### src/design/dvbf_pkg.sv
// Shared types and constants of the distance-vector shortest path block.
package dvbf_pkg;

	localparam int ID_W      = 3;
	localparam int COST_W    = 7;
	localparam int CFG_IDX_W = 1;
	localparam int MAX_ID    = (1 << ID_W) - 1;

	localparam logic [COST_W-1:0] NO_LINK = 7'd99;

	localparam logic CMD_WRITE = 1'b0;
	localparam logic CMD_EVAL  = 1'b1;

	localparam logic [CFG_IDX_W-1:0] REG_NODE_COUNT = 1'b0;
	localparam logic [CFG_IDX_W-1:0] REG_SELF_ID    = 1'b1;

	localparam logic [ID_W-1:0] NODE_COUNT_RST = 3'd5;
	localparam logic [ID_W-1:0] SELF_ID_RST    = 3'd1;

	typedef struct packed {
		logic            mat_wr;
		logic            init_dist;
		logic            load_s;
		logic            issue;
		logic            out_load;
		logic            out_last;
		logic [ID_W-1:0] s;
		logic [ID_W-1:0] d;
		logic [ID_W-1:0] j;
	} dvbf_cmd_t;

	typedef struct packed {
		logic [ID_W-1:0] n_eff;
		logic            out_free;
	} dvbf_stat_t;

endpackage

### src/design/distance_vector_bellman_ford.sv
// Top level of the distance-vector shortest path block (Bellman-Ford on a cost matrix).
//
//  channel  direction  handshake             word
//  in       sink       in_valid / in_stall   cmd, from_node, to_node, link_cost
//  out      source     out_valid / out_stall dest_node, path_cost, last
//  cfg      sink       cfg_wr_en             cfg_index, cfg_data
//
// During an evaluate word the cost matrix RAM delivers one entry per cycle, and
// each source row ends with a gap state that lets its last update settle before
// the source distance is reloaded.
// Reset clears the matrix through per-entry valid bits at once; no clearing pass.
// Output stalls hold the result word and pause the result sequence; the input
// is stalled from the accepted evaluate word until its last result is loaded.
module distance_vector_bellman_ford #(
	parameter int MAX_NODES = 7
) (
	input  logic                            clk,
	input  logic                            arst_n,
	input  logic                            cfg_wr_en,
	input  logic [dvbf_pkg::CFG_IDX_W-1:0]  cfg_index,
	input  logic [dvbf_pkg::ID_W-1:0]       cfg_data,
	input  logic                            in_valid,
	output logic                            in_stall,
	input  logic                            cmd,
	input  logic [dvbf_pkg::ID_W-1:0]       from_node,
	input  logic [dvbf_pkg::ID_W-1:0]       to_node,
	input  logic [dvbf_pkg::COST_W-1:0]     link_cost,
	output logic                            out_valid,
	input  logic                            out_stall,
	output logic [dvbf_pkg::ID_W-1:0]       dest_node,
	output logic [dvbf_pkg::COST_W-1:0]     path_cost,
	output logic                            last
);
	import dvbf_pkg::*;

	dvbf_cmd_t  ctl;
	dvbf_stat_t sts;

	// sequencer: row/column walk, rounds, result count
	dvbf_ctrl u_ctrl (
		.clk     (clk),
		.arst_n  (arst_n),
		.in_valid(in_valid),
		.cmd     (cmd),
		.in_stall(in_stall),
		.sts     (sts),
		.ctl     (ctl)
	);

	// storage and arithmetic: matrix RAM, distances, relax compare, output word
	dvbf_datapath #(
		.MAX_NODES(MAX_NODES)
	) u_dp (
		.clk      (clk),
		.arst_n   (arst_n),
		.cfg_wr_en(cfg_wr_en),
		.cfg_index(cfg_index),
		.cfg_data (cfg_data),
		.from_node(from_node),
		.to_node  (to_node),
		.link_cost(link_cost),
		.ctl      (ctl),
		.sts      (sts),
		.out_stall(out_stall),
		.out_valid(out_valid),
		.dest_node(dest_node),
		.path_cost(path_cost),
		.last     (last)
	);

endmodule

### src/design/dvbf_ram.sv
// Generic single-port-write RAM with one registered read port.
module dvbf_ram #(
	parameter int WIDTH = 8,
	parameter int DEPTH = 64
) (
	input  logic                     clk,
	input  logic                     wr_en,
	input  logic [$clog2(DEPTH)-1:0] wr_addr,
	input  logic [WIDTH-1:0]         wr_data,
	input  logic [$clog2(DEPTH)-1:0] rd_addr,
	output logic [WIDTH-1:0]         rd_data
);

	logic [WIDTH-1:0] mem_q [DEPTH];
	logic [WIDTH-1:0] rd_data_q;

	always_ff @(posedge clk) begin
		if (wr_en) begin
			mem_q[wr_addr] <= wr_data;
		end
		rd_data_q <= mem_q[rd_addr];
	end

	assign rd_data = rd_data_q;

endmodule

### src/design/dvbf_datapath.sv
// Datapath: config registers, cost matrix, distance registers, relax unit, output word.
module dvbf_datapath #(
	parameter int MAX_NODES = 7
) (
	input  logic                            clk,
	input  logic                            arst_n,
	input  logic                            cfg_wr_en,
	input  logic [dvbf_pkg::CFG_IDX_W-1:0]  cfg_index,
	input  logic [dvbf_pkg::ID_W-1:0]       cfg_data,
	input  logic [dvbf_pkg::ID_W-1:0]       from_node,
	input  logic [dvbf_pkg::ID_W-1:0]       to_node,
	input  logic [dvbf_pkg::COST_W-1:0]     link_cost,
	input  dvbf_pkg::dvbf_cmd_t             ctl,
	output dvbf_pkg::dvbf_stat_t            sts,
	input  logic                            out_stall,
	output logic                            out_valid,
	output logic [dvbf_pkg::ID_W-1:0]       dest_node,
	output logic [dvbf_pkg::COST_W-1:0]     path_cost,
	output logic                            last
);
	import dvbf_pkg::*;

	// ids above the port range never reach the matrix
	localparam int LIM       = (MAX_NODES < MAX_ID) ? MAX_NODES : MAX_ID;
	localparam int DIM       = LIM + 1;
	localparam int IDX_W     = $clog2(DIM);
	localparam int DV_DEPTH  = 2 ** IDX_W;
	localparam int MAT_AW    = 2 * IDX_W;
	localparam int MAT_DEPTH = 2 ** MAT_AW;
	localparam logic [ID_W-1:0] LIM_ID = ID_W'(LIM);

	logic [ID_W-1:0]   node_count_q;
	logic [ID_W-1:0]   self_id_q;
	logic [ID_W-1:0]   n_eff;
	logic              self_in;
	logic              wb_ok;

	logic              ram_we;
	logic [MAT_AW-1:0] ram_waddr;
	logic [COST_W-1:0] ram_wdata;
	logic [MAT_AW-1:0] ram_raddr;
	logic [COST_W-1:0] ram_rdata;
	logic              user_wr;
	logic              wb_wr;
	logic [COST_W-1:0] clamp_cost;

	logic              vld_q [MAT_DEPTH];
	logic              vld_s1;
	logic              issue_s1;
	logic [IDX_W-1:0]  s_s1;
	logic [IDX_W-1:0]  d_s1;

	logic [COST_W-1:0] dist_q [DV_DEPTH];
	logic [COST_W-1:0] dist_s_q;
	logic [IDX_W-1:0]  dv_idx;
	logic [COST_W-1:0] dist_rd;
	logic [COST_W-1:0] w_raw;
	logic [COST_W-1:0] w_eff;
	logic [COST_W:0]   sum;
	logic              relax_wr;

	logic              out_valid_q;
	logic [ID_W-1:0]   dest_q;
	logic [COST_W-1:0] cost_q;
	logic              last_q;

	always_ff @(posedge clk or negedge arst_n) begin
		if (!arst_n) begin
			node_count_q <= NODE_COUNT_RST;
			self_id_q    <= SELF_ID_RST;
		end else if (cfg_wr_en) begin
			case (cfg_index)
				REG_NODE_COUNT: node_count_q <= cfg_data;
				REG_SELF_ID:    self_id_q    <= cfg_data;
				default: ;
			endcase
		end
	end

	assign n_eff   = (node_count_q > LIM_ID) ? LIM_ID : node_count_q;
	assign self_in = (self_id_q != '0) && (self_id_q <= n_eff);
	assign wb_ok   = (self_id_q <= LIM_ID);

	assign clamp_cost = (link_cost > NO_LINK) ? NO_LINK : link_cost;
	assign user_wr    = ctl.mat_wr && (from_node <= LIM_ID) && (to_node <= LIM_ID);
	assign wb_wr      = ctl.out_load && wb_ok;
	assign ram_we     = user_wr || wb_wr;
	assign ram_waddr  = user_wr ? {from_node[IDX_W-1:0], to_node[IDX_W-1:0]}
	                            : {self_id_q[IDX_W-1:0], ctl.j[IDX_W-1:0]};
	assign ram_wdata  = user_wr ? clamp_cost : dist_rd;
	assign ram_raddr  = {ctl.s[IDX_W-1:0], ctl.d[IDX_W-1:0]};

	dvbf_ram #(
		.WIDTH(COST_W),
		.DEPTH(MAT_DEPTH)
	) u_mat (
		.clk    (clk),
		.wr_en  (ram_we),
		.wr_addr(ram_waddr),
		.wr_data(ram_wdata),
		.rd_addr(ram_raddr),
		.rd_data(ram_rdata)
	);

	// entries never written read as no link
	always_ff @(posedge clk or negedge arst_n) begin
		if (!arst_n) begin
			for (int k = 0; k < MAT_DEPTH; k++) begin
				vld_q[k] <= 1'b0;
			end
		end else if (ram_we) begin
			vld_q[ram_waddr] <= 1'b1;
		end
	end

	always_ff @(posedge clk or negedge arst_n) begin
		if (!arst_n) begin
			issue_s1 <= 1'b0;
		end else begin
			issue_s1 <= ctl.issue;
		end
	end

	always_ff @(posedge clk) begin
		vld_s1 <= vld_q[ram_raddr];
		s_s1   <= ctl.s[IDX_W-1:0];
		d_s1   <= ctl.d[IDX_W-1:0];
	end

	// one distance read port, shared by relax, row load and output
	always_comb begin
		if (issue_s1) begin
			dv_idx = d_s1;
		end else if (ctl.load_s) begin
			dv_idx = ctl.s[IDX_W-1:0];
		end else begin
			dv_idx = ctl.j[IDX_W-1:0];
		end
	end
	assign dist_rd = dist_q[dv_idx];

	// normalize on the fly: diagonal is 0, an off-diagonal 0 is no link
	assign w_raw = vld_s1 ? ram_rdata : NO_LINK;
	always_comb begin
		if (s_s1 == d_s1) begin
			w_eff = '0;
		end else if (w_raw == '0) begin
			w_eff = NO_LINK;
		end else begin
			w_eff = w_raw;
		end
	end
	assign sum      = {1'b0, dist_s_q} + {1'b0, w_eff};
	assign relax_wr = issue_s1 && (w_eff != NO_LINK) && (sum < {1'b0, dist_rd});

	always_ff @(posedge clk) begin
		if (ctl.init_dist) begin
			for (int k = 0; k < DV_DEPTH; k++) begin
				dist_q[k] <= (self_in && (self_id_q == ID_W'(k))) ? '0 : NO_LINK;
			end
		end else if (relax_wr) begin
			dist_q[d_s1] <= sum[COST_W-1:0];
		end
		if (ctl.load_s) begin
			dist_s_q <= dist_rd;
		end
	end

	always_ff @(posedge clk or negedge arst_n) begin
		if (!arst_n) begin
			out_valid_q <= 1'b0;
		end else if (ctl.out_load) begin
			out_valid_q <= 1'b1;
		end else if (!out_stall) begin
			out_valid_q <= 1'b0;
		end
	end

	always_ff @(posedge clk) begin
		if (ctl.out_load) begin
			dest_q <= ctl.j;
			cost_q <= dist_rd;
			last_q <= ctl.out_last;
		end
	end

	assign sts.n_eff    = n_eff;
	assign sts.out_free = !out_valid_q || !out_stall;

	assign out_valid = out_valid_q;
	assign dest_node = dest_q;
	assign path_cost = cost_q;
	assign last      = last_q;

endmodule

### src/design/dvbf_ctrl.sv
// Controller: sequences writes, relaxation rounds and the result words.
module dvbf_ctrl (
	input  logic                  clk,
	input  logic                  arst_n,
	input  logic                  in_valid,
	input  logic                  cmd,
	output logic                  in_stall,
	input  dvbf_pkg::dvbf_stat_t  sts,
	output dvbf_pkg::dvbf_cmd_t   ctl
);
	import dvbf_pkg::*;

	typedef enum logic [5:0] {
		ST_IDLE  = 6'b000001,
		ST_INIT  = 6'b000010,
		ST_LOAD  = 6'b000100,
		ST_ISSUE = 6'b001000,
		ST_GAP   = 6'b010000,
		ST_OUT   = 6'b100000
	} state_t;

	localparam logic [ID_W-1:0] ONE = 3'd1;

	state_t          state_q;
	logic [ID_W-1:0] round_q;
	logic [ID_W-1:0] s_q;
	logic [ID_W-1:0] d_q;
	logic [ID_W-1:0] j_q;
	logic            in_acc;
	logic            issuing;

	assign in_stall = (state_q != ST_IDLE);
	assign in_acc   = in_valid && !in_stall;
	assign issuing  = (state_q == ST_LOAD) || (state_q == ST_ISSUE);

	always_ff @(posedge clk or negedge arst_n) begin
		if (!arst_n) begin
			state_q <= ST_IDLE;
			round_q <= ONE;
			s_q     <= ONE;
			d_q     <= ONE;
			j_q     <= ONE;
		end else begin
			case (state_q)
				ST_IDLE: begin
					if (in_acc && (cmd == CMD_EVAL) && (sts.n_eff != '0)) begin
						state_q <= ST_INIT;
					end
				end
				ST_INIT: begin
					round_q <= ONE;
					s_q     <= ONE;
					d_q     <= ONE;
					j_q     <= ONE;
					state_q <= (sts.n_eff == ONE) ? ST_OUT : ST_LOAD;
				end
				ST_LOAD, ST_ISSUE: begin
					if (d_q == sts.n_eff) begin
						d_q     <= ONE;
						state_q <= ST_GAP;
					end else begin
						d_q     <= d_q + ONE;
						state_q <= ST_ISSUE;
					end
				end
				ST_GAP: begin
					if (s_q != sts.n_eff) begin
						s_q     <= s_q + ONE;
						state_q <= ST_LOAD;
					end else if (round_q == sts.n_eff - ONE) begin
						state_q <= ST_OUT;
					end else begin
						round_q <= round_q + ONE;
						s_q     <= ONE;
						state_q <= ST_LOAD;
					end
				end
				ST_OUT: begin
					if (sts.out_free) begin
						if (j_q == sts.n_eff) begin
							state_q <= ST_IDLE;
						end else begin
							j_q <= j_q + ONE;
						end
					end
				end
				default: state_q <= ST_IDLE;
			endcase
		end
	end

	always_comb begin
		ctl           = '0;
		ctl.mat_wr    = in_acc && (cmd == CMD_WRITE);
		ctl.init_dist = (state_q == ST_INIT);
		ctl.load_s    = (state_q == ST_LOAD);
		ctl.issue     = issuing;
		ctl.out_load  = (state_q == ST_OUT) && sts.out_free;
		ctl.out_last  = (j_q == sts.n_eff);
		ctl.s         = s_q;
		ctl.d         = d_q;
		ctl.j         = j_q;
	end

endmodule

### config.mk
export PLATFORM = sky130hd
export DESIGN_NAME = distance_vector_bellman_ford
export DESIGN_NICKNAME = d
export VERILOG_FILES = /design/src/design/dvbf_pkg.sv /design/src/design/distance_vector_bellman_ford.sv /design/src/design/dvbf_ram.sv /design/src/design/dvbf_datapath.sv /design/src/design/dvbf_ctrl.sv
export SDC_FILE = /design/constraint.sdc
export NUM_CORES = 1
export LEC_CHECK = 0
export BUFFER_PORTS_ARGS = -buffer_cell sky130_fd_sc_hd__buf_4
export CAP_MARGIN = 20
export CORE_MARGIN = 2
export CORE_UTILIZATION = 42
export CTS_CLUSTER_SIZE = 10
export DETAILED_ROUTE_END_ITERATION = 10
export GPL_ROUTABILITY_DRIVEN = 0
export PLACE_DENSITY_LB_ADDON = 0.2
export SETUP_SLACK_MARGIN = 0.5
export SKIP_CTS_REPAIR_TIMING = 1
export SYNTH_ARGS = -nofsm -noshare
export SYNTH_HDL_FRONTEND = slang
export SYNTH_SLANG_ARGS = --single-unit
### constraint.sdc
create_clock -name clk -period 16.1 [get_ports clk]
set_clock_uncertainty 0.15 [all_clocks]
set_input_delay 0.805 -clock clk [delete_from_list [all_inputs] [get_ports clk]]
set_output_delay 0.805 -clock clk [all_outputs]
set_load 0.005 [all_outputs]
==> results.txt <==
----------------------------------------------------
[Run status]
  Result of the run ... completed

[Die]
  Die boundary width ... 254 µm
  Height of the die ... roughly 250 µm
  Placeable core area ... slightly above 0.06 mm²
  Starting Density ... 0.424
  Die Area ... approximately 0.064 mm²
  # IOs ... 36
  Site Rows ... 91

[Clock network]
  Clock sink count ... 626
  CTS root buf ... sky130_fd_sc_hd__clkbuf_16
  Worst-path clk slew ... 60 ps
  Source-to-sink clock delay at the later pin of the worst-skew pair ... 610 ps
  H-tree Lvls ... 3
  TritonCTS clock tree ... built
  Maximum root-to-sink buffer count ... 3
  Clock buffer count from CTS ... 74

[Logic synthesis]
  Number of enable flip-flop cells after synthesis ... 522
  Cell count after synthesis ... 1,458
  Top post-synthesis cells by area ... sky130_fd_sc_hd__edfxtp_1 60%, sky130_fd_sc_hd__mux4_2 14%, sky130_fd_sc_hd__dfrtp_1 7.8%
  Register bit total from synthesis ... 626
  Seq/Total Area, Yosys ... 0.696
  Library cell with the largest summed area after synthesis ... sky130_fd_sc_hd__edfxtp_1
  Fraction of synthesis flops using an asynchronous set or reset pin ... 0.144
  Share of Yosys cell area claimed by the top area cell type ... 0.599
  Most used standard cell by instance count after synthesis ... sky130_fd_sc_hd__edfxtp_1
  Number of distinct standard cells referenced by the synthesized netlist ... between 70 and 80
  Area of the mapped netlist ... between 0.02 and 0.03 mm²
  Net count after synthesis ... 1,505
  Top flip-flop cell by instance count after synthesis ... sky130_fd_sc_hd__edfxtp_1
  Mean Syn Cell Area ... between 15 and 20 µm²
  Warnings from Yosys ... 0
  Leading cell types by count after synthesis ... 522 x sky130_fd_sc_hd__edfxtp_1, 168 x sky130_fd_sc_hd__mux4_2, 119 x sky130_fd_sc_hd__nor2_1

[Layout]
  Post-layout net count ... 1,568
  Area of the multi-input gates ... 0.00753 mm²
  Post-route core utilization ... 0.480
  Number of fill cells ... 5,204
  Non-Filler Cell Area, Final ... between 0.02 and 0.03 mm²
  Final cell count without fillers ... 2,420
  Fraction of final layout cells with drive strength greater than 1 ... 0.233
  Area taken by flip-flops and latches ... about 0.018 mm²
  Area growth from synthesis to layout ... 13.1%
  Number of diodes added for antenna fixing ... 0

[Global routing]
  Vias in the first global route ... 13,900
  Global-route wire length before repair ... 90.8 mm
  Overall overflow remaining after global route ... 0
  Total global-route track usage ... 0.195
  Antenna violations before repair ... 0
  Largest net degree at the start of global routing ... 102

[Critical path]
  Sort of element at the end of the critical path ... flip-flop
  CP arrival ... 6280 ps
  Critical path startpoint category ... flip-flop
  Data required, critical path ... approximately 16,000 ps
  Worst-path fanout max ... 22
  Reg2Reg Setup Slack ... 9900 ps
  Reg2Reg Launch Point ... u_dp.u_mat.rd_data[0]$_DFF_P_
  Worst setup path category ... flip-flop to flip-flop
  FF-to-FF path depth ... 18
  R2R Path End ... u_dp.dist_q[0][3]$_SDFFCE_PN0P_

[Placed design]
  PortBufs ... 35
  Post-placement cell count ... about 2,300
  Post-detail-place hpwl ... about 38 mm
  Minimum setup slack after placement ... 9940 ps
  Placed standard-cell area ... ~0.027 mm²

[Timing]
  Setup total negative slack ... 0 ps
  Worst hold-check slack ... approximately 40 ps
  Worst relative slew slack ... 0.318
  Final clock period utilization by the worst path ... 0.385
  Worst Slack Setup Final ... 9900 ps
  Max-slew violation count ... 0
  Final count of negative-setup-slack endpoints ... 0
  Slew at the pin closest to its max-slew limit ... 1020 ps
  Setup repair after global routing missed its margin ... no
  Final critical-path required period ... 6200 ps
  Fmax ... 161 MHz
  Final hold violation count ... 0

[Detailed routing]
  Drt drc ... 0
  Number of nets with antenna violations after detailed routing ... 0
  Total detailed-routing wirelength ... 61.1 mm
  WL/cell ... roughly 25 µm
  Violation count after the first detailed-routing iteration ... 1,309
  DRT Pass-1 Iters ... 5
  DR vias/cell ... 5.63
  Detailed-route via count ... 13,600

[Worst hold path]
  Hold Crit Class ... input pin to asynchronous set/reset pin

[Power]
  Power per unit of standard cell area ... 190 mW/mm²
  Final total power ... 5.62 mW
  P_leak ... 9.96 nW
  Largest voltage drop on the vdd net ... 0.193 mV

[Run]
  Max-cap viol count ... 0

----------------------------------------------------
[worst max path at each step]
stage                                             start                                to  slack (ps)  cells past startpoint
after CTS                 u_dp.u_mat.rd_data[0]$_DFF_P_   u_dp.dist_q[0][3]$_SDFFCE_PN0P_        9900                     18
after floorplan               u_ctrl.s_q[0]$_DFFE_PN1P_  u_dp.u_mat.mem_q[0][1]$_DFFE_PP_       10910                      8
after global placement    u_dp.u_mat.rd_data[0]$_DFF_P_   u_dp.dist_q[4][2]$_SDFFCE_PN0P_       10160                     19
after detailed placement  u_dp.u_mat.rd_data[0]$_DFF_P_   u_dp.dist_q[0][3]$_SDFFCE_PN0P_        9940                     18
after global routing      u_dp.u_mat.rd_data[0]$_DFF_P_   u_dp.dist_q[0][3]$_SDFFCE_PN0P_        9360                     18
final                     u_dp.u_mat.rd_data[0]$_DFF_P_   u_dp.dist_q[0][3]$_SDFFCE_PN0P_        9900                     18
[cell type report]
| type | instances | area share |
|---|---|---|
| Clock buffer | 130 | 0.0710 |
| Multi-Input combinational cell | 730 | 0.254 |
| Timing Repair Buffer | 55 | 0.0144 |
| Sequential cell | 626 | 0.615 |
| Clock inverter | 8 | 0.00541 |
| Inverter | 34 | 0.00431 |
| Tap cell | 837 | 0.0354 |
[cell families (layout without fill, tap and decap cells)]
| family | after synthesis | count (layout) | synth area share |
|---|---|---|---|
| DFF | 626 | 626 | 0.696 |
| and+or+nand+nor | 345 | 345 | 0.0673 |
| muxes | 200 | 200 | 0.159 |
| AOI/OAI and AO/OA | 141 | 141 | 0.0413 |
| buffers and inverters | 102 | 227 | 0.0179 |
| adders and majority gates | 24 | 24 | 0.0118 |
| xor gates and xnor gates | 20 | 20 | 0.00721 |
[routing by layer]
layer,part of all wire,wire (µm),track usage
met5,0,0,0
met3,0.061,3750,0.0427
met2,0.47,29000,0.307
met1,0.44,26700,0.275
met4,0.027,1630,0.0585
[critical path, stage by stage, from the launching register on]
cell,delay (ps)
sky130_fd_sc_hd__dfxtp_1,340
sky130_fd_sc_hd__or4_1,540
sky130_fd_sc_hd__o21ai_0,330
sky130_fd_sc_hd__o21a_1,170
sky130_fd_sc_hd__ha_1,190
sky130_fd_sc_hd__inv_1,70
sky130_fd_sc_hd__fa_1,430
sky130_fd_sc_hd__nor2b_1,110
sky130_fd_sc_hd__o21ai_0,130
sky130_fd_sc_hd__a21o_1,220
sky130_fd_sc_hd__a311oi_1,400
sky130_fd_sc_hd__inv_1,120
sky130_fd_sc_hd__ha_1,220
sky130_fd_sc_hd__nor2_1,90
sky130_fd_sc_hd__o21ai_0,100
sky130_fd_sc_hd__a2111oi_2,310
sky130_fd_sc_hd__and3_1,890
sky130_fd_sc_hd__a21oi_1,180
sky130_fd_sc_hd__o21ai_0,810
[sequential cells by signal (all words and copies together), names as in the netlist]
name                count
u_dp.u_mat.mem_q      448
u_dp.vld_q             64
u_dp.dist_q            56
u_dp.dist_s_q           7
u_dp.path_cost          7
u_dp.u_mat.rd_data      7
u_ctrl.state_q          6
u_ctrl.d_q              3
u_ctrl.j_q              3
u_ctrl.round_q          3
u_ctrl.s_q              3
u_dp.d_s1               3
u_dp.dest_node          3
u_dp.node_count_q       3
u_dp.s_s1               3
u_dp.self_id_q          3
u_dp.issue_s1           1
u_dp.last               1
u_dp.out_valid          1
u_dp.vld_s1             1
[layout by cell type, fill, tap and decap left out, types with 6 or more instances in the layout]
master / instances
sky130_fd_sc_hd__nand2_1: 57
sky130_fd_sc_hd__a21oi_1: 9
sky130_fd_sc_hd__nand2_2: 6
sky130_fd_sc_hd__nand3b_1: 6
sky130_fd_sc_hd__clkbuf_16: 75
sky130_fd_sc_hd__xor2_1: 10
sky130_fd_sc_hd__inv_1: 31
sky130_fd_sc_hd__a22oi_1: 22
sky130_fd_sc_hd__o21a_1: 7
sky130_fd_sc_hd__o22ai_1: 7
sky130_fd_sc_hd__xnor2_1: 9
sky130_fd_sc_hd__nand3_1: 11
sky130_fd_sc_hd__or2_2: 7
sky130_fd_sc_hd__edfxtp_1: 522
sky130_fd_sc_hd__o211ai_2: 10
sky130_fd_sc_hd__o21ai_0: 22
sky130_fd_sc_hd__dfstp_2: 7
sky130_fd_sc_hd__buf_4: 54
sky130_fd_sc_hd__nand2b_1: 13
sky130_fd_sc_hd__and3_1: 7
sky130_fd_sc_hd__nor3_1: 10
sky130_fd_sc_hd__clkbuf_1: 53
sky130_fd_sc_hd__a32o_1: 6
sky130_fd_sc_hd__mux4_2: 168
sky130_fd_sc_hd__dfrtp_1: 81
sky130_fd_sc_hd__o21ai_1: 6
sky130_fd_sc_hd__nor2b_1: 9
sky130_fd_sc_hd__mux2i_1: 23
sky130_fd_sc_hd__or3_1: 9
sky130_fd_sc_hd__o22a_1: 7
sky130_fd_sc_hd__dfxtp_1: 14
sky130_fd_sc_hd__ha_1: 23
sky130_fd_sc_hd__or2_1: 62
sky130_fd_sc_hd__nor2_1: 119
[power by group]
part / switching [mW] / internal (mW) / total [mW]
clock network: 0.656 / 0.909 / 1.57
logic: 1.05 / 0.664 / 1.72
registers: 0.112 / 2.22 / 2.33
(Power assumes the default switching activity.)
